===== config.mk =====
export PLATFORM = sky130hd
export DESIGN_NAME = slhc_bucket_match
export DESIGN_NICKNAME = d
export VERILOG_FILES = /design/src/sv/slhc_pkg.sv /design/src/sv/slhc_bucket_match.sv
export SDC_FILE = /design/constraint.sdc
export NUM_CORES = 1
export LEC_CHECK = 0
export ABC_AREA = 1
export BUFFER_PORTS_ARGS = -buffer_cell sky130_fd_sc_hd__buf_4
export CORE_AREA = 2 2 127 129
export DETAILED_ROUTE_END_ITERATION = 6
export DIE_AREA = 0 0 129 131
export PLACE_DENSITY = 0.53
export SYNTH_ARGS = -nofsm -noshare
export SYNTH_HDL_FRONTEND = slang
export SYNTH_SLANG_ARGS = --single-unit

===== constraint.sdc =====
create_clock -name vclk -period 3.85
set_input_delay 0.5775 -clock vclk [all_inputs]
set_output_delay 0.5775 -clock vclk [all_outputs]
set_load 0.005 [all_outputs]

===== src/sv/slhc_pkg.sv =====
// Shared types and codes for the sequence location hash cache.
// Depends on nothing; used by every module of the block.
`timescale 1ns / 1ps

package slhc_pkg;

   localparam int OP_W     = 2;
   localparam int KEY_W    = 64;
   localparam int VALUE_W  = 32;
   localparam int STATUS_W = 2;

   localparam logic [OP_W-1:0] OP_LOOKUP = 2'd0;
   localparam logic [OP_W-1:0] OP_INSERT = 2'd1;
   localparam logic [OP_W-1:0] OP_DELETE = 2'd2;

   localparam logic [STATUS_W-1:0] ST_DONE      = 2'd0;
   localparam logic [STATUS_W-1:0] ST_NOT_FOUND = 2'd1;
   localparam logic [STATUS_W-1:0] ST_PRESENT   = 2'd2;
   localparam logic [STATUS_W-1:0] ST_FULL      = 2'd3;

   typedef enum logic [1:0] {
      STATE_CLEAR,
      STATE_IDLE,
      STATE_ACCESS
   } state_type;

   typedef struct packed {
      logic hit;
      logic has_free;
   } match_flags_type;

endpackage


===== src/sv/slhc_bucket_match.sv =====
// Compares one key against all ways of a bucket row and finds the lowest free way.
// Depends on slhc_pkg.
`timescale 1ns / 1ps

module slhc_bucket_match #(
   parameter int WAYS     = 4,
   parameter int WAY_BITS = 2
) (
   input  logic [WAYS-1:0]                  row_valid,
   input  logic [WAYS*slhc_pkg::KEY_W-1:0]  row_keys,
   input  logic [slhc_pkg::KEY_W-1:0]       key,
   output slhc_pkg::match_flags_type        flags,
   output logic [WAY_BITS-1:0]              hit_way,
   output logic [WAY_BITS-1:0]              free_way
);

   always_comb begin
      flags    = '0;
      hit_way  = '0;
      free_way = '0;
      // Walk from the top way down so that the lowest way wins.
      for (int w = WAYS - 1; w >= 0; w--) begin
         if (row_valid[w] && row_keys[w*slhc_pkg::KEY_W +: slhc_pkg::KEY_W] == key) begin
            flags.hit = 1'b1;
            hit_way   = WAY_BITS'(w);
         end
         if (!row_valid[w]) begin
            flags.has_free = 1'b1;
            free_way       = WAY_BITS'(w);
         end
      end
   end

endmodule


==> results.md <==
* Status: finished, final reports clean
* Die height at 131 um
* Hold slack at 1.45 ns
* Post-layout net count at 1471
* Total Wirelength at 25200 um
* Via density at 4.57
* Gr ovfl total at 0
* DP Cell Count at 1361
* Startpoint Class: input port
* Maximum VDD drop at 0.0000478 V
* Synth unique cells at 20
* HP Class: input port to primary output
* Standard-cell rows at 46
* YS warnings at 0
* Power Density at 111 nW/um2
* Initial Util at 0.239
* Crit path DAT at 2.05 ns
* Final GP Congestion at 0.913
* Synth Area per Inst at 4.55 um2
* CP Class: input port to primary output
* Share of post-route cells with drive strength above 1 at 0.336
* Post-Layout Inst Area at 6450 um2
* WHS Endpoint: flags[0]
* N_diodes at 0
* Cell-by-cell trace of the critical path: buf_4, inv_1, o21ai_0, nor2_1, nand2_1, nor2_1, nand2_1, nor2_1, nand2_1, nor2_1, nand2_1, a21oi_2, buf_4
* Filler cell count at 1819
* Seq. cell area at 0 um2
* Critical path's slowest cell: inv_1
* Most common cell after layout, fill and taps aside: buf_4
* CP top delay family: simple AND/OR/NAND/NOR gates
* Buffers and inverters on the worst path at 3
* Slew Limit Fails at 0
* CP max FO at 8
* Vias in the first global route at 5851
* # IOs at 330
* Post-cts sizing count at 0
* Fin. Hold Viols at 0
* DIE AREA at 16900 um2
* Crit path time final at 2.63 ns
* CLK BUF at 0
* Area occupied by multi-input gates at 3250 um2
* Total track usage at 0.283
* RSZ-0062 raised after global routing: false
* Initial antenna violation count at 0
* F_max at 380 MHz
* Leakage at 3.55 nW
* Post-CTS setup buffers at 0
* Post-synthesis sequential area ratio at 0
* Final TNS setup at 0 ns
* Most frequent cells in the layout: buf_4 (330), nand2_1 (324), nor2_1 (134), o21ai_0 (81), inv_1 (71)
* CTS Hold Bufs at 0
* DR vias at 6218
* Final ANT Viol Nets at 0
* Final setup viols at 0
* Layout Area Growth over Synthesis at 72.7%
* Final core utilization at 0.413
* DRC errors left at 0
* Crit. End Element: primary output
* 1st-iter DRT viols at 452
* Pin count of the biggest net entering global routing at 9
* Min-delay src: row_valid[0]
* Max_slew headroom at 0.744
* Final HPWL DP at 23100 um
* Non-filler cells, final at 1361
* Die width at 129 um
* Drt wl/cell at 18.5 um
* Slowest stage delay, CP at 0.23 ns
* Synthesized net count at 1145
* Final worst-path cycle share at 0.684
* First-pass GRT wire length at 34900 um
* Core Region at 15600 um2
* Max Cap Viol at 0
* Cell count of the worst hold path at 3
* Worst Tran Pin Value at 0.381 ns
* First-pass DRT Iterations at 5
* Cell area after synthesis at 3730 um2
* Crit path required time at 3.27 ns
* Seq_cells at 0
* # port buffers at 330
* Post-Syn Instances at 821
* Placed cell areas at 6450 um2
synthesized netlist by cell type, types with 5 or more instances:
cell,instances,area (um2)
inv_1,71,267
o21ai_0,81,405
o22ai_1,29,181
nand4_1,7,43.8
nor2_1,134,503
nand3_1,13,65.1
o21ai_1,17,85.1
a21oi_1,5,25.0
xnor2_1,49,429
inv_2,49,184
xor2_1,24,210
nand2_1,324,1220
cell type report:
class | instances | share of cell area
Multi-Input combinational cell | 695 | 0.504
Timing Repair Buffer | 330 | 0.384
Inverter | 120 | 0.0699
Tap cell | 216 | 0.0419
kinds of logic after synthesis:
group | count (synthesis) | synth area share
simple gates | 487 | 0.505
compound gates | 135 | 0.194
buf+inv | 126 | 0.130
xor+xnor | 73 | 0.171
metrics by stage:
stage	power [W]	setup WS, ns
floorplan	0.000283	1.76
global placement	0.000710	1.20
detailed placement	0.000708	1.24
CTS	0.000711	1.23
global route	0.000781	0.991
finish	0.000714	1.22
layer usage:
metal | vias up | share of wire | GRT usage
met3 | 23 | 0.092 | 0.0440
met4 | 0 | 0.020 | 0.0460
li1 | 3204 | - | -
met2 | 302 | 0.47 | 0.500
met1 | 2689 | 0.42 | 0.369
met5 | - | 0 | 0
worst min-delay path: stages:
cell	delay, ns
buf_4	0.12
nand3_1	0.07
buf_4	0.10
power breakdown:
part / switching [W] / leakage, nW / internal, W / total, W
sequential: 0 / 0 / 0 / 0
clock: 0 / 0 / 0 / 0
combinational: 0.000357 / 3.55 / 0.000356 / 0.000714
total: 0.000357 / 3.55 / 0.000356 / 0.000714
worst max-delay path by stage:
stage,start,end,slack [ns],cells past startpoint
final,key[47],hit_way[0],1.22,13
after floorplan,key[16],hit_way[1],1.76,11
after CTS,key[3],flags[1],1.23,13
after global routing,key[47],hit_way[0],0.99,13
after global placement,key[3],flags[1],1.20,13
after detailed placement,key[3],hit_way[1],1.24,13
Note: power is estimated with default switching activity, not from simulation.
